--- config.mk ---
export PLATFORM = sky130hd
export DESIGN_NAME = i2c_master_transfer_sequencer
export DESIGN_NICKNAME = d
export VERILOG_FILES = /design/src/design/i2cmts_pkg.sv /design/src/design/i2cmts_skid.sv /design/src/design/i2cmts_core.sv /design/src/design/i2c_master_transfer_sequencer.sv
export VERILOG_INCLUDE_DIRS = /design/src /design/src/design
export SDC_FILE = /design/constraint.sdc
export NUM_CORES = 2
export LEC_CHECK = 0
export BUFFER_PORTS_ARGS = -buffer_cell sky130_fd_sc_hd__clkbuf_2
export CAP_MARGIN = 5
export CORE_MARGIN = 3
export CORE_UTILIZATION = 27
export DETAILED_ROUTE_END_ITERATION = 10
export PLACE_DENSITY = 0.5
export SYNTH_ARGS = -nofsm -noshare
export SYNTH_HDL_FRONTEND = slang
export SYNTH_SLANG_ARGS = --single-unit
--- constraint.sdc ---
create_clock -name aclk -period 9.88 [get_ports aclk]
set_input_delay 2.964 -clock aclk [delete_from_list [all_inputs] [get_ports aclk]]
set_output_delay 2.964 -clock aclk [all_outputs]
set_load 0.005 [all_outputs]
--- src/design/i2c_master_transfer_sequencer_macros.svh ---
// Assertion macros shared by the sequencer modules.
`ifndef I2C_MASTER_TRANSFER_SEQUENCER_MACROS_SVH
`define I2C_MASTER_TRANSFER_SEQUENCER_MACROS_SVH

// Antecedent at one edge, consequent at the next edge.
`define I2CMTS_ASSERT_NEXT(label, clk, rstn, ante, cons, msg) \
    label: assert property (@(posedge clk) disable iff (!(rstn)) (ante) |=> (cons)) \
        else $error(msg);

// Antecedent and consequent at the same edge.
`define I2CMTS_ASSERT_NOW(label, clk, rstn, ante, cons, msg) \
    label: assert property (@(posedge clk) disable iff (!(rstn)) (ante) |-> (cons)) \
        else $error(msg);

`endif

--- src/design/i2cmts_pkg.sv ---
package i2cmts_pkg;

    typedef enum logic [2:0] {
        REQ_LOAD_TX        = 3'd0,
        REQ_START_READ     = 3'd1,
        REQ_START_WRITE    = 3'd2,
        REQ_START_WRITE_SR = 3'd3,
        REQ_BUS_ERROR      = 3'd4,
        REQ_MASTER_ON_BUS  = 3'd5,
        REQ_SLAVE_ON_BUS   = 3'd6
    } req_e;

    typedef enum logic [1:0] {
        ACT_IDLE  = 2'd0,
        ACT_READ  = 2'd1,
        ACT_WRITE = 2'd2
    } act_e;

    typedef enum logic [2:0] {
        CMD_NONE    = 3'd0,
        CMD_ADDR    = 3'd1,
        CMD_DATA    = 3'd2,
        CMD_STOP    = 3'd3,
        CMD_RELEASE = 3'd4
    } cmd_e;

    typedef enum logic [1:0] {
        ST_OK       = 2'd0,
        ST_BUSY     = 2'd1,
        ST_ZERO_LEN = 2'd2
    } status_e;

    localparam logic [7:0] HS_MASTER_CODE = 8'h08;

    typedef struct packed {
        logic [7:0] done_count;
        logic       transfer_done;
        logic [7:0] rx_byte;
        logic       rx_valid;
        logic       ack_action;
        logic       hs_address;
        logic [7:0] bus_byte;
        cmd_e       bus_cmd;
        status_e    status;
    } res_t;

endpackage

--- src/design/i2cmts_skid.sv ---
`include "i2c_master_transfer_sequencer_macros.svh"

module i2cmts_skid
    import i2cmts_pkg::*;
(
    input  logic aclk,
    input  logic aresetn,
    input  logic in_valid,
    output logic in_ready,
    input  res_t in_item,
    output logic out_valid,
    input  logic out_ready,
    output res_t out_item
);

    logic out_valid_reg;
    res_t out_reg;
    logic skid_valid_reg;
    res_t skid_reg;

    assign in_ready  = !skid_valid_reg;
    assign out_valid = out_valid_reg;
    assign out_item  = out_reg;

    always_ff @(posedge aclk) begin
        if (!aresetn) begin
            out_valid_reg  <= 1'b0;
            skid_valid_reg <= 1'b0;
        end else if (out_ready || !out_valid_reg) begin
            if (skid_valid_reg) begin
                out_valid_reg  <= 1'b1;
                skid_valid_reg <= 1'b0;
            end else begin
                out_valid_reg <= in_valid;
            end
        end else if (in_valid && in_ready) begin
            skid_valid_reg <= 1'b1;
        end
    end

    always_ff @(posedge aclk) begin
        if (out_ready || !out_valid_reg) begin
            out_reg <= skid_valid_reg ? skid_reg : in_item;
        end else if (in_valid && in_ready) begin
            skid_reg <= in_item;
        end
    end

    `I2CMTS_ASSERT_NOW(a_skid_implies_out, aclk, aresetn, skid_valid_reg, out_valid_reg,
        "skid entry held without an output entry")
    `I2CMTS_ASSERT_NEXT(a_skid_drains, aclk, aresetn, skid_valid_reg && out_ready,
        out_valid_reg && (out_reg == $past(skid_reg)), "skid entry not moved to output")

endmodule

--- src/design/i2cmts_core.sv ---
`include "i2c_master_transfer_sequencer_macros.svh"

module i2cmts_core
    import i2cmts_pkg::*;
#(
    parameter int BUF_DEPTH = 256
) (
    input  logic       aclk,
    input  logic       aresetn,
    input  logic       cfg_wr,
    input  logic       cfg_hs_mode,
    input  logic       s_valid,
    output logic       s_ready,
    input  logic [2:0] s_req_type,
    input  logic [6:0] s_target_address,
    input  logic [7:0] s_transfer_length,
    input  logic [7:0] s_buffer_index,
    input  logic [7:0] s_tx_data,
    input  logic       s_rx_nack,
    input  logic [7:0] s_rx_data,
    output logic       r_valid,
    input  logic       r_ready,
    output res_t       r_item
);

    localparam int AW = (BUF_DEPTH > 1) ? $clog2(BUF_DEPTH) : 1;
    localparam logic [AW-1:0] PTR_LAST = AW'(BUF_DEPTH - 1);

    logic [7:0] mem [BUF_DEPTH];

    logic          hs_mode_reg;
    act_e          activity_reg, act_next;
    logic [7:0]    byte_count_reg, cnt_next;
    logic [AW-1:0] ptr_reg, ptr_next;
    logic [7:0]    length_reg, len_next;
    logic [7:0]    address_rw_reg, arw_next;
    logic          repeat_start_reg, rs_next;
    logic          nack_set_reg, nack_next;

    logic          s1_valid_reg;
    res_t          s1_reg;
    logic          s1_use_mem_reg;
    logic [7:0]    rd_data_reg;

    res_t          res;
    logic          use_mem;
    logic          mem_wr;
    logic          mem_rd;
    logic          s_accept;
    logic [7:0]    rd_ab;
    logic [7:0]    wr_ab;
    logic [AW-1:0] ptr_inc;

    assign s_ready  = !s1_valid_reg || r_ready;
    assign s_accept = s_valid && s_ready;
    assign rd_ab    = {s_target_address, 1'b1};
    assign wr_ab    = {s_target_address, 1'b0};
    // pointer follows byte_count modulo BUF_DEPTH, also across the 8-bit count wrap
    assign ptr_inc  = ((ptr_reg == PTR_LAST) || (byte_count_reg == 8'hFF)) ? '0
                                                                          : ptr_reg + 1'b1;

    always_comb begin
        act_next  = activity_reg;
        cnt_next  = byte_count_reg;
        ptr_next  = ptr_reg;
        len_next  = length_reg;
        arw_next  = address_rw_reg;
        rs_next   = repeat_start_reg;
        nack_next = nack_set_reg;
        res       = '0;
        use_mem   = 1'b0;
        mem_wr    = 1'b0;
        mem_rd    = 1'b0;
        case (req_e'(s_req_type))
            REQ_LOAD_TX: begin
                mem_wr = ({1'b0, s_buffer_index} < 9'(BUF_DEPTH));
            end
            REQ_START_READ: begin
                if (s_transfer_length == 8'd0) begin
                    res.status = ST_ZERO_LEN;
                end else if (activity_reg != ACT_IDLE) begin
                    res.status = ST_BUSY;
                end else begin
                    arw_next     = rd_ab;
                    len_next     = s_transfer_length;
                    cnt_next     = 8'd0;
                    ptr_next     = '0;
                    act_next     = ACT_READ;
                    nack_next    = (s_transfer_length == 8'd1);
                    res.bus_cmd  = CMD_ADDR;
                    res.bus_byte = hs_mode_reg ? HS_MASTER_CODE : rd_ab;
                end
            end
            REQ_START_WRITE, REQ_START_WRITE_SR: begin
                if (activity_reg != ACT_IDLE) begin
                    res.status = ST_BUSY;
                end else begin
                    rs_next      = (req_e'(s_req_type) == REQ_START_WRITE_SR);
                    arw_next     = wr_ab;
                    len_next     = s_transfer_length;
                    cnt_next     = 8'd0;
                    ptr_next     = '0;
                    act_next     = ACT_WRITE;
                    nack_next    = (s_transfer_length == 8'd1);
                    res.bus_cmd  = CMD_ADDR;
                    res.bus_byte = hs_mode_reg ? HS_MASTER_CODE : wr_ab;
                end
            end
            REQ_BUS_ERROR: begin
                res.bus_cmd       = CMD_STOP;
                act_next          = ACT_IDLE;
                res.transfer_done = 1'b1;
                res.done_count    = byte_count_reg;
            end
            REQ_MASTER_ON_BUS: begin
                if (s_rx_nack) begin
                    if (hs_mode_reg && (address_rw_reg != 8'd0)) begin
                        res.bus_cmd    = CMD_ADDR;
                        res.bus_byte   = address_rw_reg;
                        res.hs_address = 1'b1;
                        arw_next       = 8'd0;
                    end else begin
                        res.bus_cmd       = CMD_STOP;
                        act_next          = ACT_IDLE;
                        res.transfer_done = 1'b1;
                        res.done_count    = byte_count_reg;
                    end
                end else if (byte_count_reg < length_reg) begin
                    res.bus_cmd = CMD_DATA;
                    use_mem     = 1'b1;
                    mem_rd      = 1'b1;
                    cnt_next    = byte_count_reg + 8'd1;
                    ptr_next    = ptr_inc;
                end else begin
                    res.bus_cmd       = repeat_start_reg ? CMD_RELEASE : CMD_STOP;
                    rs_next           = 1'b0;
                    act_next          = ACT_IDLE;
                    res.transfer_done = 1'b1;
                    res.done_count    = byte_count_reg;
                end
            end
            REQ_SLAVE_ON_BUS: begin
                res.rx_valid = 1'b1;
                res.rx_byte  = s_rx_data;
                cnt_next     = byte_count_reg + 8'd1;
                ptr_next     = ptr_inc;
                if (nack_set_reg) begin
                    res.bus_cmd       = CMD_STOP;
                    act_next          = ACT_IDLE;
                    res.transfer_done = 1'b1;
                    res.done_count    = length_reg;
                end else if (({1'b0, byte_count_reg} + 9'd1) >= {1'b0, length_reg}) begin
                    nack_next = 1'b1;
                end
            end
            default: begin
            end
        endcase
        res.ack_action = nack_next;
    end

    always_ff @(posedge aclk) begin
        if (!aresetn) begin
            hs_mode_reg      <= 1'b0;
            activity_reg     <= ACT_IDLE;
            byte_count_reg   <= 8'd0;
            ptr_reg          <= '0;
            length_reg       <= 8'd0;
            address_rw_reg   <= 8'd0;
            repeat_start_reg <= 1'b0;
            nack_set_reg     <= 1'b0;
            s1_valid_reg     <= 1'b0;
        end else begin
            if (cfg_wr) begin
                hs_mode_reg <= cfg_hs_mode;
            end
            if (s_accept) begin
                activity_reg     <= act_next;
                byte_count_reg   <= cnt_next;
                ptr_reg          <= ptr_next;
                length_reg       <= len_next;
                address_rw_reg   <= arw_next;
                repeat_start_reg <= rs_next;
                nack_set_reg     <= nack_next;
                s1_valid_reg     <= 1'b1;
            end else if (r_ready) begin
                s1_valid_reg <= 1'b0;
            end
        end
    end

    always_ff @(posedge aclk) begin
        if (s_accept) begin
            s1_reg         <= res;
            s1_use_mem_reg <= use_mem;
        end
    end

    // transmit buffer: one write port, one registered read port
    always_ff @(posedge aclk) begin
        if (s_accept && mem_wr) begin
            mem[s_buffer_index[AW-1:0]] <= s_tx_data;
        end
    end

    always_ff @(posedge aclk) begin
        if (s_accept && mem_rd) begin
            rd_data_reg <= mem[ptr_reg];
        end
    end

    always_comb begin
        r_item = s1_reg;
        if (s1_use_mem_reg) begin
            r_item.bus_byte = rd_data_reg;
        end
    end

    assign r_valid = s1_valid_reg;

    `I2CMTS_ASSERT_NEXT(a_done_goes_idle, aclk, aresetn, s_accept && res.transfer_done,
        activity_reg == ACT_IDLE, "completed transfer left sequencer active")
    `I2CMTS_ASSERT_NEXT(a_busy_holds_state, aclk, aresetn, s_accept && (res.status == ST_BUSY),
        $stable(activity_reg) && $stable(length_reg) && $stable(byte_count_reg),
        "rejected start changed transfer state")
    `I2CMTS_ASSERT_NEXT(a_hs_addr_clears, aclk, aresetn, s_accept && res.hs_address,
        address_rw_reg == 8'd0, "address byte not cleared after high-speed address")
    `I2CMTS_ASSERT_NOW(a_ptr_in_range, aclk, aresetn, 1'b1, 32'(ptr_reg) < BUF_DEPTH,
        "buffer pointer beyond buffer depth")

endmodule

--- src/design/i2c_master_transfer_sequencer.sv ---
// I2C master transfer sequencer.
// Input channel s_*: one event per transfer, kind in s_tuser. Start requests set up a
// read or write and return the first bus command (address byte, or master code in
// high-speed mode); master_on_bus and slave_on_bus events then step the transfer.
// load_tx events fill the transmit buffer (BUF_DEPTH bytes, block RAM style).
// Result channel m_*: exactly one result per event, in order.
// Configuration channel cfg_*: hs_mode in cfg_data, written by the user only while
// the block is idle; the block itself does not enforce this. A result passes the
// core result register (with the buffer read), then the skid stage output register.
// Throughput: one event per cycle while not stalled; buffer reads one byte a cycle.
// Reset (aresetn low, synchronous): transfer state idle, hs_mode 0, no results
// pending. Buffer contents are not cleared; sending an unwritten entry gives junk.
// Stall: when m_tready is low up to three results are held (output register, skid
// entry, core register), then s_tready drops until results drain; nothing is lost.
module i2c_master_transfer_sequencer
    import i2cmts_pkg::*;
#(
    parameter int BUF_DEPTH = 256
) (
    input  logic        aclk,
    input  logic        aresetn,
    input  logic        cfg_valid,
    output logic        cfg_ready,
    input  logic        cfg_data,    // hs_mode
    input  logic        s_tvalid,
    output logic        s_tready,
    // target_address[6:0], transfer_length[14:7], buffer_index[22:15],
    // tx_data[30:23], rx_nack[31], rx_data[39:32]
    input  logic [39:0] s_tdata,
    input  logic [2:0]  s_tuser,     // req_type[2:0]
    output logic        m_tvalid,
    input  logic        m_tready,
    // status[1:0], bus_cmd[4:2], bus_byte[12:5], hs_address[13], ack_action[14],
    // rx_valid[15], rx_byte[23:16], transfer_done[24], done_count[32:25], zero[39:33]
    output logic [39:0] m_tdata
);

    logic r_valid;
    logic r_ready;
    res_t r_item;
    res_t out_item;

    assign cfg_ready = 1'b1;

    i2cmts_core #(
        .BUF_DEPTH(BUF_DEPTH)
    ) u_core (
        .aclk              (aclk),
        .aresetn           (aresetn),
        .cfg_wr            (cfg_valid && cfg_ready),
        .cfg_hs_mode       (cfg_data),
        .s_valid           (s_tvalid),
        .s_ready           (s_tready),
        .s_req_type        (s_tuser),
        .s_target_address  (s_tdata[6:0]),
        .s_transfer_length (s_tdata[14:7]),
        .s_buffer_index    (s_tdata[22:15]),
        .s_tx_data         (s_tdata[30:23]),
        .s_rx_nack         (s_tdata[31]),
        .s_rx_data         (s_tdata[39:32]),
        .r_valid           (r_valid),
        .r_ready           (r_ready),
        .r_item            (r_item)
    );

    i2cmts_skid u_skid (
        .aclk      (aclk),
        .aresetn   (aresetn),
        .in_valid  (r_valid),
        .in_ready  (r_ready),
        .in_item   (r_item),
        .out_valid (m_tvalid),
        .out_ready (m_tready),
        .out_item  (out_item)
    );

    assign m_tdata = {7'd0, out_item.done_count, out_item.transfer_done, out_item.rx_byte,
                      out_item.rx_valid, out_item.ack_action, out_item.hs_address,
                      out_item.bus_byte, out_item.bus_cmd, out_item.status};

endmodule

Word-level counts from Yosys, hierarchy flattened --
Memory sizes are Yosys's and may differ from the RTL's. A register that Yosys moved wholly into a read port is not among the register bits. Index checks and enable logic that the tools add are counted.
Storage, ports and cells: register bits 140, latch bits 0, bits in writable memories 2048, bits in read-only memories 0, bits of input ports 49, output and inout port bits 43, logic and storage cells 168, memories kept 1
Memory list:
- u_core.mem | depth 256, bits a word 8, read ports 1, clocked after Yosys merged registers in 1, wr ports 1, line i2cmts_core.sv:29 | logic [7:0] mem [BUF_DEPTH];
Cells by class: add/sub/neg operators 3, multiply operators 0, div/mod/pow operators 0, order comparisons 2, equality and inequality tests 21, shift operators 0, multiplexer cells 71, bitwise operators 2, reductions and logical operators 29
Operators by type and width (number):
- $mux W8 | 20
- $pmux W8 S4 | 2
- $pmux W8 S3 | 2
- $mux W9 | 5
- $mux W11 | 3
- $mux W33 | 1
- $pmux W9 S3 | 1
- $mux W2 | 10
- $mux W1 | 18
- $add A8 B1 Y8 const B | 2
- $eq A8 B8 Y1 const B | 2
- $pmux W8 S2 | 1
- $pmux W3 S5 | 1
- $ne A2 B2 Y1 const B | 7
- $pmux W2 S5 | 1
- $reduce_and A5 Y1 | 2
- $add A8 B1 Y9 const B | 1
- $eq A3 B3 Y1 const B | 3
- $ge A9 B8 Y1 | 1
- $mux W3 | 3
- $eq A8 B1 Y1 const B | 1
- $logic_not A8 Y1 | 1
- $lt A8 B8 Y1 | 1
- $reduce_and A8 Y1 | 1
- other kinds (21) | 38

Longest topological paths before layout --
depth after elaboration 6, depth in mapped cells 11, gate-level depth less buffers 10

Cells and area by module --
Synthesis repeated with hierarchy kept, for this count alone.
Unflattened totals: cell total of the unflattened synthesis 4193, area, all modules 85763.5 µm²
Modules (own cells, without submodules):
- i2cmts_core | times used 1, cells an instance 4072, area each 83085.9 µm², seq. area each 63520.9 µm²
- i2cmts_skid | times used 1, cells an instance 111, area each 2610.0 µm², seq. area each 2021.9 µm²
- i2c_master_transfer_sequencer | times used 1, cells an instance 10, area each 67.6 µm², seq. area each 0.0 µm²

Least setup slack after synthesis --
No wires, ideal clock.
path kind input port to flip-flop, from in m_tready, to reg u_skid.skid_reg[0] in the netlist's numbering, enable pin, arrival 6411 ps, data required time 9409 ps, setup slack 2998 ps, stages 2, path buffers 0, path through nand2b_1 > nor3b_1
Between the ends: longest elaborated chain between the ends 3
Ends and longest elaborated chain:
- start: declaration | line i2c_master_transfer_sequencer.sv:32 | input logic m_tready,
- $logic_or A1 B1 Y1 | line i2cmts_skid.sv:42 | if (out_ready || !out_valid_reg) begin
- $not A1 Y1 (no line)
- $reduce_and A2 Y1 (no line)
- end signal: assignment | line i2cmts_skid.sv:45 | skid_reg <= in_item;
- end: declaration | line i2cmts_skid.sv:19 | res_t skid_reg;
Every way passes these cells. A chain may end at the register's enable or synchronous reset.

Worst setup path after layout --
from in s_tuser[1], to mem u_core.mem[60][5], enable pin
Between the ends: longest elaborated chain between the ends 5
Ends and longest elaborated chain:
- start: declaration | line i2c_master_transfer_sequencer.sv:30 | input logic [2:0] s_tuser,
- $logic_not A3 Y1 | line i2cmts_core.sv:74 | case (req_e'(s_req_type))
- $mux W1 | line i2cmts_core.sv:74
- $logic_and A1 B1 Y1 | line i2cmts_core.sv:201 | if (s_accept && mem_wr) begin
- $mux W1 | line i2cmts_core.sv:201
- $mux W1 (implied by the code) | line i2cmts_core.sv:202 | mem[s_buffer_index[AW-1:0]] <= s_tx_data;
- end: declaration | line i2cmts_core.sv:29
Every way passes these cells.

==> impl_metrics.csv <==
group,metric,value,unit
outcome,status,"complete, no violations",
worst_setup_path,startpoint,"s_tuser[1]",
worst_setup_path,r2r-start,"u_core.ptr_reg[0]",
floorplanning,start_util,27.2,%
floorplanning,core.rowCount,205,
sta,slew_headroom,20.6,%
global_route,globalRouteTotalUtil,14.4,%
layout,drive_above_1_share,23.4,%
power,p_per_area,200,nW/um^2
layout,largest_reg_flops,2048,
global_route,antenna_found_initial,9,
yosys,syn_inst,4122,
sta,setup_slack,3.90,ns
routing,drc,0,
layout,instances_no_fill,8575,
floorplanning,dieWidth,568,um
sta,rsz0062_at_grt,"no",
run,max_cap_viol_count,0,
clocking,clock-sinks,2196,
layout,multi_input_area,18400,um^2
placement,io_buffers,83,
sta,drv_slew,0,
clocking,tritoncts,"built",
yosys,synth_top_family_by_area,"multiplexers",
floorplanning,core_area,313000,um^2
yosys,synth_compound_area_share,3.63,%
clocking,cts_root_buf,"clkbuf_16",
clocking,numCtsBuffers,222,
clocking,worst_skew_pair.late_latency,0.91,ns
sta,max_clock_freq,167,MHz
min_path,hp-class,"reg2reg",
yosys,yosysWarnings,0,
clocking,cts-resized-gates,0,
clocking,holdBufCountCts,0,
worst_setup_path,r2r-end,"u_core.rd_data_reg[7]",
clocking,postCtsSetupBuffers,0,
clocking,h-tree-depth,4,
worst_setup_path,crit_path_end,"u_core.mem[60][5]",
yosys,muxShareOfSynthArea,14.4,%
global_route,grt-ovfl-total,0,
placement,place_ws,3.03,ns
worst_setup_path,crit_path_max_fanout,16,
sta,fin_crit_sh,60.6,%
routing,antenna_left,0,
layout,layout.nets,4318,
yosys,ys_types,65,
worst_setup_path,startpoint_type,"input pin",
placement,place_congestion,0.845,
clocking,ctsLongestPathBuffers,4,
yosys,avgSynthCellArea,20.7,um^2
sta,setup_viol,0,
sta,finalHoldViolCount,0,
floorplanning,pin_count,92,
power,irDropWorstVdd,0.152,mV
global_route,grt_pass1_wl,336000,um
yosys,synthXorXnorAreaFrac,0.0616,%
yosys,synth_edf_count,2156,
yosys,ys_ff_latch,2196,
routing,vias,42353,
routing,drt-total-wl,239000,um
sta,fin_skew,0.115,ns
yosys,synth_ff_type,"edfxtp_1",
global_route,grt_max_degree,139,
worst_setup_path,crit_type,"in2reg",
sta,worst_slew_pin_slew,1.19,ns
layout,seqCellArea,65600,um^2
yosys,async_reset_ff_share,0,%
yosys,syn_area,85300,um^2
clocking,clkTransAtPathRegs,0.06,ns
yosys,synth_fa_ha_area_share,0.264,%
power,p_leak,28.8,nW
layout,n_fill_cell,29791,
yosys,ys_seq_area_share,76.9,%
routing,firstDrtPassIters,5,
worst_setup_path,cp-end-kind,"flop",
sta,fin_tns_setup,0,ns
routing,wire_per_inst,27.9,um
worst_setup_path,worstPathArrival,6.41,ns
worst_setup_path,r2r_cells,7,
floorplanning,design.die.area,323000,um^2
worst_setup_path,critical_path_required,10.31,ns
global_route,grt_pass1_vias,43001,
floorplanning,fp.dieH,568,um
yosys,synthSimpleGateAreaFrac,3.02,%
routing,vias_per_cell,4.94,
routing,drtIter0Drc,4582,
layout,syn_to_final_growth,14.8,%
placement,hpwlAfterDp,141000,um
worst_setup_path,ff2ff_setup_slack,4.62,ns
sta,finalCriticalPeriod,5.98,ns
placement,place_inst,8167,
## report_power, final
part           leakage (nW)  switching [mW]  internal, mW
registers              19.8          0.0136          10.3
clock network          3.64            3.58          5.16
logic                  5.34           0.385         0.158
## metrics by stage
step | hold WS [ns] | util (%) | instance area [um^2] | total power, mW
2_1_floorplan | 0.422 | - | 85300 | 10.7
3_3_place_gp | 0.428 | 28.8 | 90300 | 11.0
3_5_place_dp | 0.431 | 28.8 | 90300 | 11.0
4_1_cts | 0.441 | 31.3 | 97900 | 19.7
5_1_grt | 0.456 | 31.3 | 97900 | 20.1
6_report | 0.437 | 31.3 | 97900 | 19.5
## cell families after synthesis
family          count (synthesis)
xor+xnor                        6
other cells                     2
compound gates                436
flops                        2196
mux                           630
simple gates                  575
fa+ha+maj                      18
buf+inv                       259
## critical path: stages
cell and delay, ns:
clkbuf_2 0.20, or2_2 0.40, nor3_1 0.38, buf_4 0.25, nor3b_2 0.35, nand3_1 0.90, nor2_1 0.93
## how the worst min path moves through the flow
stage,startpoint,to,slack (ns),cells after the start
global route,u_core.r_item[18],u_skid.skid_reg[18],0.46,0
global placement,u_core.r_item[18],u_skid.skid_reg[18],0.43,0
detailed placement,u_core.r_item[23],u_skid.skid_reg[23],0.43,0
finish,u_core.r_item[24],u_skid.skid_reg[24],0.44,0
floorplan,u_core.r_item[0],u_skid.skid_reg[0],0.42,0
CTS,u_core.r_item[24],u_skid.skid_reg[24],0.44,0
## Yosys cell counts (4+ instances only)
cell	instances	area, um^2
edfxtp_1	2156	64700
mux4_2	476	10700
nor2_1	309	1160
mux2i_1	109	1090
clkbuf_1	100	375
o22ai_1	85	532
nand2_1	81	304
buf_2	64	320
a22oi_1	58	435
a22o_1	56	490
a21oi_1	54	270
mux2_2	45	507
buf_4	42	315
dfxtp_1	40	801
nor3_1	38	190
a211oi_1	36	270
nand3_1	36	180
buf_6	31	349
nor2b_1	26	163
a221oi_1	25	219
o21ai_0	24	120
a31oi_1	21	131
ha_1	18	225
nor4_1	17	106
o221ai_1	16	140
o211ai_1	15	113
inv_1	13	48.8
and2_1	12	75.1
a21boi_0	11	82.6
nand2b_1	10	62.6
nand4_1	10	62.6
and3_1	8	50.1
o22a_1	8	70.1
buf_1	7	26.3
a21o_1	5	37.5
o21a_1	5	37.5
or3_1	5	31.3
nand4b_1	4	35.0
or2_2	4	25.0
or4_1	4	30.0
## final cells by class
cell class / instances / share of cell area (%)
Antenna cell: 3 / 0.00767
Multi-Input combinational cell: 1673 / 18.8
Sequential cell: 2196 / 67.0
Timing Repair Buffer: 144 / 1.11
Clock buffer: 265 / 6.01
Clock inverter: 140 / 1.70
Tap cell: 4140 / 5.29
Inverter: 14 / 0.0537
## routing by layer
metal / global-route usage (%) / share of wire, % / wire length (um) / up-vias
li1: - / - / - / 17436
met1: 20.1 / 43 / 103000 / 22670
met2: 22.7 / 46 / 111000 / 1869
met3: 2.94 / 7.4 / 17700 / 378
met4: 4.41 / 3.1 / 7340 / 0
met5: 0 / 0 / 0 / -
## layout by cell type, fill, tap and decap left out, types with 30 or more instances in the layout
cell type  instances
edfxtp_1        2156
mux2_2            45
clkbuf_2          75
clkinv_2          31
buf_4             50
nand3_1           30
o22ai_1           85
a21oi_1           54
nor2_1           307
mux2i_1          109
bufinv_16         35
a211oi_1          36
nor3_1            38
a22o_1            56
clkbuf_16        228
nand2_1           72
mux4_2           476
a22oi_1           58
clkbuf_1          33
dfxtp_1           36
clkinv_1          40
No activity file was read; power rests on OpenSTA's default activity.
